### config.mk
export PLATFORM = sky130hd
export DESIGN_NAME = timing_wheel_scheduler
export DESIGN_NICKNAME = d
export VERILOG_FILES = /design/src/rtl/tws_pkg.sv /design/src/rtl/timing_wheel_scheduler.sv /design/src/rtl/tws_front.sv /design/src/rtl/tws_back.sv
export SDC_FILE = /design/constraint.sdc
export NUM_CORES = 1
export LEC_CHECK = 0
export BUFFER_PORTS_ARGS = -buffer_cell sky130_fd_sc_hd__buf_2
export CORE_MARGIN = 4
export CORE_UTILIZATION = 29
export CTS_CLUSTER_SIZE = 16
export DETAILED_ROUTE_END_ITERATION = 6
export GPL_ROUTABILITY_DRIVEN = 0
export PLACE_DENSITY = 0.52
export SLEW_MARGIN = 5
export SYNTH_ARGS = -nofsm -noshare
export SYNTH_HDL_FRONTEND = slang
export SYNTH_HIERARCHICAL = 1
export SYNTH_SLANG_ARGS = --single-unit
### constraint.sdc
create_clock -name i_clk -period 14.2 [get_ports i_clk]
set_clock_uncertainty 0.2 [all_clocks]
set_input_delay 1.42 -clock i_clk [delete_from_list [all_inputs] [get_ports i_clk]]
set_output_delay 1.42 -clock i_clk [all_outputs]
set_load 0.01 [all_outputs]
### src/rtl/tws_pkg.sv
// Timing wheel scheduler: shared types, sizes and slot arithmetic.
// Used by every module of the block; depends on nothing.
package tws_pkg;

    localparam int SLOTS       = 256;
    localparam int TIMERS      = 16;
    localparam int MAX_RESULTS = 16;
    localparam int QDEPTH      = 2;

    // wheel_size register and effective size both fit 9 bits
    localparam int CFG_W    = 9;
    localparam int SIZE_W   = CFG_W;
    localparam int SLOT_TOP = (SLOTS < 256) ? SLOTS : 256;
    localparam int SLOT_W   = $clog2(SLOT_TOP);
    localparam int IDX_W    = (TIMERS > 1) ? $clog2(TIMERS) : 1;
    localparam int CNT_W    = (MAX_RESULTS > 1) ? $clog2(MAX_RESULTS) : 1;
    localparam int QPTR_W   = (QDEPTH > 1) ? $clog2(QDEPTH) : 1;
    localparam int QCNT_W   = $clog2(QDEPTH + 1);

    localparam logic [CNT_W-1:0] CNT_LAST = CNT_W'(MAX_RESULTS - 1);

    typedef enum logic [1:0] {
        CMD_SUBMIT  = 2'd0,
        CMD_CANCEL  = 2'd1,
        CMD_REFRESH = 2'd2,
        CMD_TICK    = 2'd3
    } t_cmd;

    typedef enum logic [2:0] {
        STS_ACCEPTED = 3'd0,
        STS_FULL     = 3'd1,
        STS_BAD      = 3'd2,
        STS_DONE     = 3'd3,
        STS_EXPIRED  = 3'd4
    } t_status;

    typedef enum logic {
        S_IDLE,
        S_EXPIRE
    } t_state;

    typedef struct packed {
        logic [1:0]  cmd;
        logic [3:0]  handle;
        logic [11:0] steps;
        logic        periodic;
    } t_in_item;

    typedef struct packed {
        logic [3:0] result_handle;
        logic [2:0] status;
        logic       last;
    } t_out_item;

    // classified command as it sits in the queue
    typedef struct packed {
        t_cmd             cmd;
        logic [3:0]       handle;
        logic             handle_ok;   // handle names an existing entry index
        logic [IDX_W-1:0] idx;
        logic [11:0]      steps;
        logic             periodic;
    } t_op;

    typedef struct packed {
        logic valid;
        t_op  op;
    } t_qhead;

    function automatic logic [SIZE_W-1:0] eff_size(logic [CFG_W-1:0] w);
        logic [SIZE_W-1:0] n;
        n = w;
        if (w == '0) n = SIZE_W'(1);
        if (32'(w) > SLOT_TOP) n = SIZE_W'(SLOT_TOP);
        return n;
    endfunction

    function automatic logic [SIZE_W-1:0] clamp_steps(logic [11:0] s, logic [SIZE_W-1:0] n);
        logic [SIZE_W-1:0] r;
        r = n;
        if (s < 12'(n)) r = SIZE_W'(s);
        return r;
    endfunction

    // (base + add - sub) mod n, base < n, sub <= n; the sum can reach 2n
    function automatic logic [SLOT_W-1:0] wrap_slot(logic [SLOT_W-1:0] base, logic add,
                                                    logic [SIZE_W-1:0] sub,
                                                    logic [SIZE_W-1:0] n);
        logic [SIZE_W:0] t;
        t = (SIZE_W+1)'(base) + (SIZE_W+1)'(add) + (SIZE_W+1)'(n) - (SIZE_W+1)'(sub);
        if (t >= (SIZE_W+1)'(n)) t = t - (SIZE_W+1)'(n);
        if (t >= (SIZE_W+1)'(n)) t = t - (SIZE_W+1)'(n);
        return SLOT_W'(t);
    endfunction

    function automatic logic [IDX_W-1:0] lowest_set(logic [TIMERS-1:0] v);
        logic [IDX_W-1:0] r;
        r = '0;
        for (int i = TIMERS - 1; i >= 0; i--) begin
            if (v[i]) r = IDX_W'(i);
        end
        return r;
    endfunction

endpackage

### src/rtl/timing_wheel_scheduler.sv
// Timing wheel scheduler top level: front queue plus execution back end.
// Depends on tws_pkg, tws_front, tws_back.
//
//  channel   handshake                        payload
//  input     i_in_valid / o_in_ready          i_in_item  (t_in_item)
//  output    o_out_valid / i_out_ready        o_out_item (t_out_item)
//  config    i_cfg_we                         i_cfg_wdata (wheel_size)
//
// Submit, cancel and refresh each give one result. A tick with hits gives one result
// per expired entry (up to TIMERS), since the single result register emits one item
// per cycle while the output is not stalled; a tick with no hit gives one result.
// A two-entry queue lets the front keep accepting while the back end stalls.
// Synchronous active-low reset; no clearing pass, the table has per-entry valid bits.
module timing_wheel_scheduler import tws_pkg::*; (
    input  logic             i_clk,
    input  logic             i_rst_n,
    input  logic             i_in_valid,
    output logic             o_in_ready,
    input  t_in_item         i_in_item,
    output logic             o_out_valid,
    input  logic             i_out_ready,
    output t_out_item        o_out_item,
    input  logic             i_cfg_we,
    input  logic [CFG_W-1:0] i_cfg_wdata
);

    t_qhead head;
    logic   pop;

    tws_front u_front (
        .i_clk   (i_clk),
        .i_rst_n (i_rst_n),
        .i_valid (i_in_valid),
        .o_ready (o_in_ready),
        .i_item  (i_in_item),
        .o_head  (head),
        .i_pop   (pop)
    );

    tws_back u_back (
        .i_clk       (i_clk),
        .i_rst_n     (i_rst_n),
        .i_cfg_we    (i_cfg_we),
        .i_cfg_wdata (i_cfg_wdata),
        .i_head      (head),
        .o_pop       (pop),
        .o_out_valid (o_out_valid),
        .i_out_ready (i_out_ready),
        .o_out_item  (o_out_item)
    );

endmodule

### src/rtl/tws_front.sv
// Timing wheel front end: takes input items, classifies them and queues them.
// Depends on tws_pkg.
module tws_front import tws_pkg::*; (
    input  logic     i_clk,
    input  logic     i_rst_n,
    input  logic     i_valid,
    output logic     o_ready,
    input  t_in_item i_item,
    output t_qhead   o_head,
    input  logic     i_pop
);

    t_op                r_q [QDEPTH];
    logic [QPTR_W-1:0]  r_wptr;
    logic [QPTR_W-1:0]  r_rptr;
    logic [QCNT_W-1:0]  r_count;
    t_op                in_op;
    logic               push;
    logic               pop;

    always_comb begin
        in_op.cmd       = t_cmd'(i_item.cmd);
        in_op.handle    = i_item.handle;
        in_op.handle_ok = 32'(i_item.handle) < TIMERS;
        in_op.idx       = IDX_W'(i_item.handle);
        in_op.steps     = i_item.steps;
        in_op.periodic  = i_item.periodic;
    end

    assign o_ready      = r_count != QCNT_W'(QDEPTH);
    assign push         = i_valid && o_ready;
    assign pop          = i_pop && (r_count != '0);
    assign o_head.valid = r_count != '0;
    assign o_head.op    = r_q[r_rptr];

    always_ff @(posedge i_clk) begin
        if (!i_rst_n) begin
            r_wptr  <= '0;
            r_rptr  <= '0;
            r_count <= '0;
        end else begin
            if (push) begin
                r_wptr <= (32'(r_wptr) == QDEPTH - 1) ? '0 : r_wptr + 1'b1;
            end
            if (pop) begin
                r_rptr <= (32'(r_rptr) == QDEPTH - 1) ? '0 : r_rptr + 1'b1;
            end
            if (push && !pop) begin
                r_count <= r_count + 1'b1;
            end else if (pop && !push) begin
                r_count <= r_count - 1'b1;
            end
        end
    end

    always_ff @(posedge i_clk) begin
        if (push) begin
            r_q[r_wptr] <= in_op;
        end
    end

endmodule

### src/rtl/tws_back.sv
// Timing wheel back end: timer table, cursor, command execution and result register.
// Depends on tws_pkg.
module tws_back import tws_pkg::*; (
    input  logic             i_clk,
    input  logic             i_rst_n,
    input  logic             i_cfg_we,
    input  logic [CFG_W-1:0] i_cfg_wdata,
    input  t_qhead           i_head,
    output logic             o_pop,
    output logic             o_out_valid,
    input  logic             i_out_ready,
    output t_out_item        o_out_item
);

    t_state              r_state;
    t_state              n_state;
    logic [SIZE_W-1:0]   r_size;
    logic [SLOT_W-1:0]   r_cursor;
    logic [SLOT_W-1:0]   n_cursor;
    logic [TIMERS-1:0]   r_valid;
    logic [TIMERS-1:0]   n_valid;
    logic [SLOT_W-1:0]   r_slot  [TIMERS];
    logic [11:0]         r_steps [TIMERS];
    logic                r_per   [TIMERS];
    logic [TIMERS-1:0]   r_mask;
    logic [TIMERS-1:0]   n_mask;
    logic [CNT_W-1:0]    r_cnt;
    logic [CNT_W-1:0]    n_cnt;
    logic                r_out_valid;
    t_out_item           r_out_item;

    logic                out_free;
    logic                emit;
    t_out_item           out_item;
    logic [TIMERS-1:0]   hit;
    logic [IDX_W-1:0]    free_idx;
    logic                full;
    logic [IDX_W-1:0]    exp_idx;
    logic [TIMERS-1:0]   exp_rest;
    logic                exp_last;
    logic [SLOT_W-1:0]   cur_next;
    logic [IDX_W-1:0]    rd_idx;
    logic [11:0]         rd_steps;
    logic                rd_per;
    logic                wr_slot_en;
    logic                wr_new_en;
    logic [IDX_W-1:0]    wr_idx;
    logic [SLOT_W-1:0]   wr_slot;
    logic                start;

    assign out_free = !r_out_valid || i_out_ready;
    assign start    = i_head.valid && out_free && (r_state == S_IDLE);

    // slot match for every entry against the current cursor
    always_comb begin
        for (int i = 0; i < TIMERS; i++) begin
            hit[i] = r_valid[i] && (r_slot[i] == r_cursor);
        end
    end

    assign full     = &r_valid;
    assign free_idx = lowest_set(~r_valid);
    assign exp_idx  = lowest_set(r_mask);
    assign exp_rest = r_mask & ~(TIMERS'(1) << exp_idx);
    assign exp_last = (exp_rest == '0) || (r_cnt == CNT_LAST);
    assign cur_next = (r_cursor == '0) ? SLOT_W'(r_size - 1'b1) : r_cursor - 1'b1;

    // one table read port, shared by refresh and expiry
    assign rd_idx   = (r_state == S_IDLE) ? i_head.op.idx : exp_idx;
    assign rd_steps = r_steps[rd_idx];
    assign rd_per   = r_per[rd_idx];

    always_comb begin
        n_state = r_state;
        unique case (r_state)
            S_IDLE: begin
                if (start && i_head.op.cmd == CMD_TICK && hit != '0) begin
                    n_state = S_EXPIRE;
                end
            end
            S_EXPIRE: begin
                if (out_free && exp_last) begin
                    n_state = S_IDLE;
                end
            end
            default: n_state = S_IDLE;
        endcase
    end

    always_comb begin
        o_pop      = 1'b0;
        emit       = 1'b0;
        out_item   = '{result_handle: 4'd0, status: STS_DONE, last: 1'b1};
        n_cursor   = r_cursor;
        n_valid    = r_valid;
        n_mask     = r_mask;
        n_cnt      = r_cnt;
        wr_slot_en = 1'b0;
        wr_new_en  = 1'b0;
        wr_idx     = rd_idx;
        wr_slot    = r_cursor;
        unique case (r_state)
            S_IDLE: begin
                if (start) begin
                    o_pop = 1'b1;
                    emit  = 1'b1;
                    case (i_head.op.cmd)
                        CMD_SUBMIT: begin
                            if (full) begin
                                out_item.status = STS_FULL;
                            end else begin
                                wr_idx     = free_idx;
                                wr_slot_en = 1'b1;
                                wr_new_en  = 1'b1;
                                n_valid[free_idx] = 1'b1;
                                if (i_head.op.steps > 12'(r_size)) begin
                                    wr_slot = wrap_slot(r_cursor, 1'b1, '0, r_size);
                                end else begin
                                    wr_slot = wrap_slot(r_cursor, 1'b0,
                                                        SIZE_W'(i_head.op.steps), r_size);
                                end
                                out_item.result_handle = 4'(free_idx);
                                out_item.status        = STS_ACCEPTED;
                            end
                        end
                        CMD_CANCEL, CMD_REFRESH: begin
                            out_item.result_handle = i_head.op.handle;
                            if (!i_head.op.handle_ok || !r_valid[i_head.op.idx]) begin
                                out_item.status = STS_BAD;
                            end else begin
                                out_item.status = STS_ACCEPTED;
                                if (i_head.op.cmd == CMD_CANCEL) begin
                                    n_valid[i_head.op.idx] = 1'b0;
                                end else begin
                                    wr_slot_en = 1'b1;
                                    wr_slot    = wrap_slot(r_cursor, 1'b0,
                                                           clamp_steps(rd_steps, r_size),
                                                           r_size);
                                end
                            end
                        end
                        default: begin
                            // tick: snapshot the slot, move the cursor
                            n_cursor = cur_next;
                            n_cnt    = '0;
                            if (hit != '0) begin
                                emit   = 1'b0;
                                n_mask = hit;
                            end
                        end
                    endcase
                end
            end
            S_EXPIRE: begin
                if (out_free) begin
                    emit                   = 1'b1;
                    out_item.result_handle = 4'(exp_idx);
                    out_item.status        = STS_EXPIRED;
                    out_item.last          = exp_last;
                    n_mask                 = exp_last ? '0 : exp_rest;
                    n_cnt                  = r_cnt + 1'b1;
                    if (rd_per) begin
                        wr_slot_en = 1'b1;
                        wr_slot    = wrap_slot(r_cursor, 1'b1,
                                               clamp_steps(rd_steps, r_size), r_size);
                    end else begin
                        n_valid[exp_idx] = 1'b0;
                    end
                end
            end
            default: ;
        endcase
    end

    always_ff @(posedge i_clk) begin
        if (!i_rst_n) begin
            r_state     <= S_IDLE;
            r_size      <= eff_size(CFG_W'(256));
            r_cursor    <= SLOT_W'(SLOT_TOP - 1);
            r_valid     <= '0;
            r_mask      <= '0;
            r_cnt       <= '0;
            r_out_valid <= 1'b0;
        end else if (i_cfg_we) begin
            // new wheel: drop every entry, restart the cursor
            r_state     <= S_IDLE;
            r_size      <= eff_size(i_cfg_wdata);
            r_cursor    <= SLOT_W'(eff_size(i_cfg_wdata) - 1'b1);
            r_valid     <= '0;
            r_mask      <= '0;
            r_cnt       <= '0;
        end else begin
            r_state  <= n_state;
            r_cursor <= n_cursor;
            r_valid  <= n_valid;
            r_mask   <= n_mask;
            r_cnt    <= n_cnt;
            if (out_free) begin
                r_out_valid <= emit;
            end
        end
    end

    always_ff @(posedge i_clk) begin
        if (out_free && emit) begin
            r_out_item <= out_item;
        end
        if (wr_slot_en) begin
            r_slot[wr_idx] <= wr_slot;
        end
        if (wr_new_en) begin
            r_steps[wr_idx] <= i_head.op.steps;
            r_per[wr_idx]   <= i_head.op.periodic;
        end
    end

    assign o_out_valid = r_out_valid;
    assign o_out_item  = r_out_item;

    a_expire_mask: assert property (@(posedge i_clk) disable iff (!i_rst_n)
        r_state == S_EXPIRE |-> r_mask != '0)
        else $error("expiry pass with empty mask");

    a_cursor_range: assert property (@(posedge i_clk) disable iff (!i_rst_n)
        (SIZE_W'(r_cursor) < r_size))
        else $error("cursor outside wheel");

    a_expire_valid: assert property (@(posedge i_clk) disable iff (!i_rst_n)
        (r_state == S_EXPIRE && out_free) |-> r_valid[exp_idx])
        else $error("expiring a free entry");

    a_tick_enters_expire: assert property (@(posedge i_clk) disable iff (!i_rst_n)
        (start && !i_cfg_we && i_head.op.cmd == CMD_TICK && hit != '0)
            |=> r_state == S_EXPIRE)
        else $error("tick with hits did not start expiry");

    a_pop_idle: assert property (@(posedge i_clk) disable iff (!i_rst_n)
        o_pop |-> (r_state == S_IDLE && i_head.valid))
        else $error("queue popped outside idle");

endmodule

==> key figures <==
Status
  – Failing checks: design-rule violations
  – Status: finished, violations left

Setup path
  – Slowest cell on the critical path: or4_1
  – CP dominant cell by count: ha_1
  – Worst Path Required: 14160 ps
  – Crit-path max FO: 50
  – CP startpoint kind: flip-flop
  – CP Data Arrival Time: about 13000 ps
  – CP Class: reg -> reg
  – Largest stage delay on the critical path: just under 900 ps
  – Crit end category: flip-flop

Layout
  – Layout cell share with drive strength beyond 1: 10.4%
  – FF/Latch Area: around 13000 um^2
  – Area grow syn2layout: 12.3%
  – Fill cells: 8786
  – Final Cell Area: 28700 um^2
  – Layout Nets: about 2600
  – Post-route non-filler standard cell count: 3641
  – Area occupied by multi-input gates: 12200 um^2

Synth
  – Syn nets: 2598
  – Post-synth EDFFs: 382
  – FFs w/ async S/R, synth: 0%
  – Synth area leaders: edfxtp_1, ha_1, xnor2_1
  – Mapped Area: 25600 um^2
  – Area fraction of the dominant cell type after synthesis: 44.8%
  – Distinct cell type count after synthesis: 89
  – Sequential fraction of the synthesis area: between 40% and 50%
  – Synth Flop Type: edfxtp_1
  – YS warnings: 6
  – Cell taking the most area after synthesis: edfxtp_1
  – Synth top cells by count: edfxtp_1, nand2_1, xnor2_1
  – Synth Instances: 2420
  – Most frequent cell after synthesis: edfxtp_1
  – Avg Inst Size Synth: 10.6 um^2
  – Post-synthesis register bit count: 442

Global routing
  – Vias in the first global route: 19200
  – Layer carrying the most global-route usage: met2
  – GRT Total Usage: roughly 16%
  – Global-route wire length before repair: 119000 um
  – Initial antenna violation count: 3
  – Met1 usage: 21.9%
  – Largest net degree at the start of global routing: 51
  – Gr ovfl total: 0
  – Met2 GRT Util: 27.5%
  – Met3 Use GR: 1.83%

Timing
  – Max-slew violation count: 0
  – Setup_tns: 0 ps
  – Slew HR: 16.8%
  – Fin crit share: 89.9%
  – Setup violators final: 0
  – Hold slack: between 300 and 400 ps
  – Final hold vios: 0
  – Crit path time final: between 10000 and 15000 ps
  – Pin slew with the least headroom to its limit: roughly 1200 ps
  – Setup repair after global routing missed its margin: false
  – Top achievable clock speed: 0.0783 GHz

Route
  – Initial DRC Count: 1897
  – Drt drc: 2
  – Routed wire per std cell: 21.7 um
  – Drt first pass iters: 7
  – Post-Route WL: 78800 um
  – Vias post-DR: 19600
  – Vias per cell: around 5.4
  – Antenna Nets Post-Route: 0

CTS
  – Setup bufs post-CTS: 0
  – Clock sinks: 442
  – Post-CTS sizing: 0
  – Num CTS Buffers: between 40 and 50
  – Reg clk slew, reported paths: around 60 ps
  – Root Buffer: clkbuf_16
  – Clk buf depth: 3
  – Clk_lat worst skew: 580 ps
  – CTS HTree Levels: 2
  – Hold Buf Count CTS: 0
  – CTS tree: yes

Floorplanning
  – Core area: 87200 um^2
  – Initial core utilization: 29.4%
  – Boundary pin count: 43
  – Die area: 93100 um^2
  – Num rows: 108
  – Chip height: ~310 um
  – Die width: 305 um

Place
  – Placed Cells: 3553
  – DP HPWL: around 55000 um
  – PortBufs: 42
  – Placed cell area: approximately 27000 um^2

Run
  – Max-cap violations: 0

Min path
  – Min-Delay Path Class: reg -> reg
[sequential cells by signal, summed over array words and instances, names as in the netlist, 2 cells and up, named ones only]
name / count
u_back/r_slot: 128
u_front/r_count: 2
u_back/o_out_item: 8
u_back/r_mask: 16
u_back/r_cursor: 8
u_back/r_valid: 16
u_front/r_q: 38
u_back/r_steps: 192
u_back/r_cnt: 4
u_back/r_per: 16
u_back/r_size: 9
[stage by stage]
stage | worst slack (ps) | utilization [%]
after floorplan | 3320 | -
after global placement | 1980 | 31.2
after detailed placement | 1540 | 31.2
after CTS | 1530 | 33.0
after global routing | 561 | 33.0
final | 1430 | 33.0
[path summary, 6_finish.rpt]
path                                   from                       endpoint  slack, ps  depth (start not counted)
max          u_back/r_mask[11]$_SDFFE_PP0P_  u_back/r_slot[2][1]$_DFFE_PP_       1430                         44
min            u_back/r_cnt[1]$_SDFFE_PP0P_   u_back/r_cnt[1]$_SDFFE_PP0P_        300                          2
max reg2reg  u_back/r_mask[11]$_SDFFE_PP0P_  u_back/r_slot[2][1]$_DFFE_PP_       1430                         44
min reg2reg    u_back/r_cnt[1]$_SDFFE_PP0P_   u_back/r_cnt[1]$_SDFFE_PP0P_        300                          2
[layout by cell type, fill, tap and decap left out, drive strengths merged, types with 7 or more instances in the layout]
cell type	instances
xor2	26
nor2b	34
nand2	255
a311oi	19
nand3	106
a21oi	150
or2	16
a2111oi	11
o21bai	10
o21ai	115
o22ai	19
xnor2	186
a21o	22
nor4	34
a22oi	7
inv	82
nand4	32
o21a	31
nand2b	27
dfxtp	60
o211ai	9
o31a	14
nor3	66
and3	21
mux2i	39
nor2	159
a31oi	30
and2	30
edfxtp	382
ha	132
clkbuf	47
clkinv	25
fa	13
a21boi	13
buf	84
or3	14
nand3b	11
mux2	51
a211oi	14
[critical path, delay by kind of cell, from the launching register on]
family,cells,cell delay (ps)
compound gates,21,5080
xor+xnor,1,240
fa+ha+maj,6,1820
buf+inv,2,580
flops,1,490
mux,3,1190
simple gates,11,2660
[kinds of logic (layout without fill, tap and decap cells)]
| kind of cell | Yosys count | in the layout | share of synthesized area (%) |
|---|---|---|---|
| AND/OR/NAND/NOR | 821 | 821 | 15.5 |
| XOR/XNOR | 212 | 212 | 7.26 |
| buffers and inverters | 183 | 248 | 2.94 |
| multiplexers | 95 | 95 | 4.21 |
| adder cells (fa/ha/maj) | 145 | 145 | 7.47 |
| AO/OA/AOI/OAI | 521 | 521 | 13.1 |
| flip-flops | 442 | 442 | 49.5 |
| other | 1 | 2 | 0.0147 |
[cell type report]
type	count	area share (%)
clock inverters	40	1.34
diodes	1	0.00871
inverters	77	1.01
repair buffers	84	1.87
well taps	1155	5.03
clock buffers	47	4.09
multi-input cells	1795	42.5
flip-flops and latches	442	44.1
[layer usage]
metal,routed length (um),up-vias
met2,37200,706
met1,34700,9694
met5,16,-
met4,2760,2
met3,4070,173
li1,-,9010
Power is left out: the tool's default activity adds up to more than one toggle a clock period on the data nets, which glitch-free logic cannot reach.
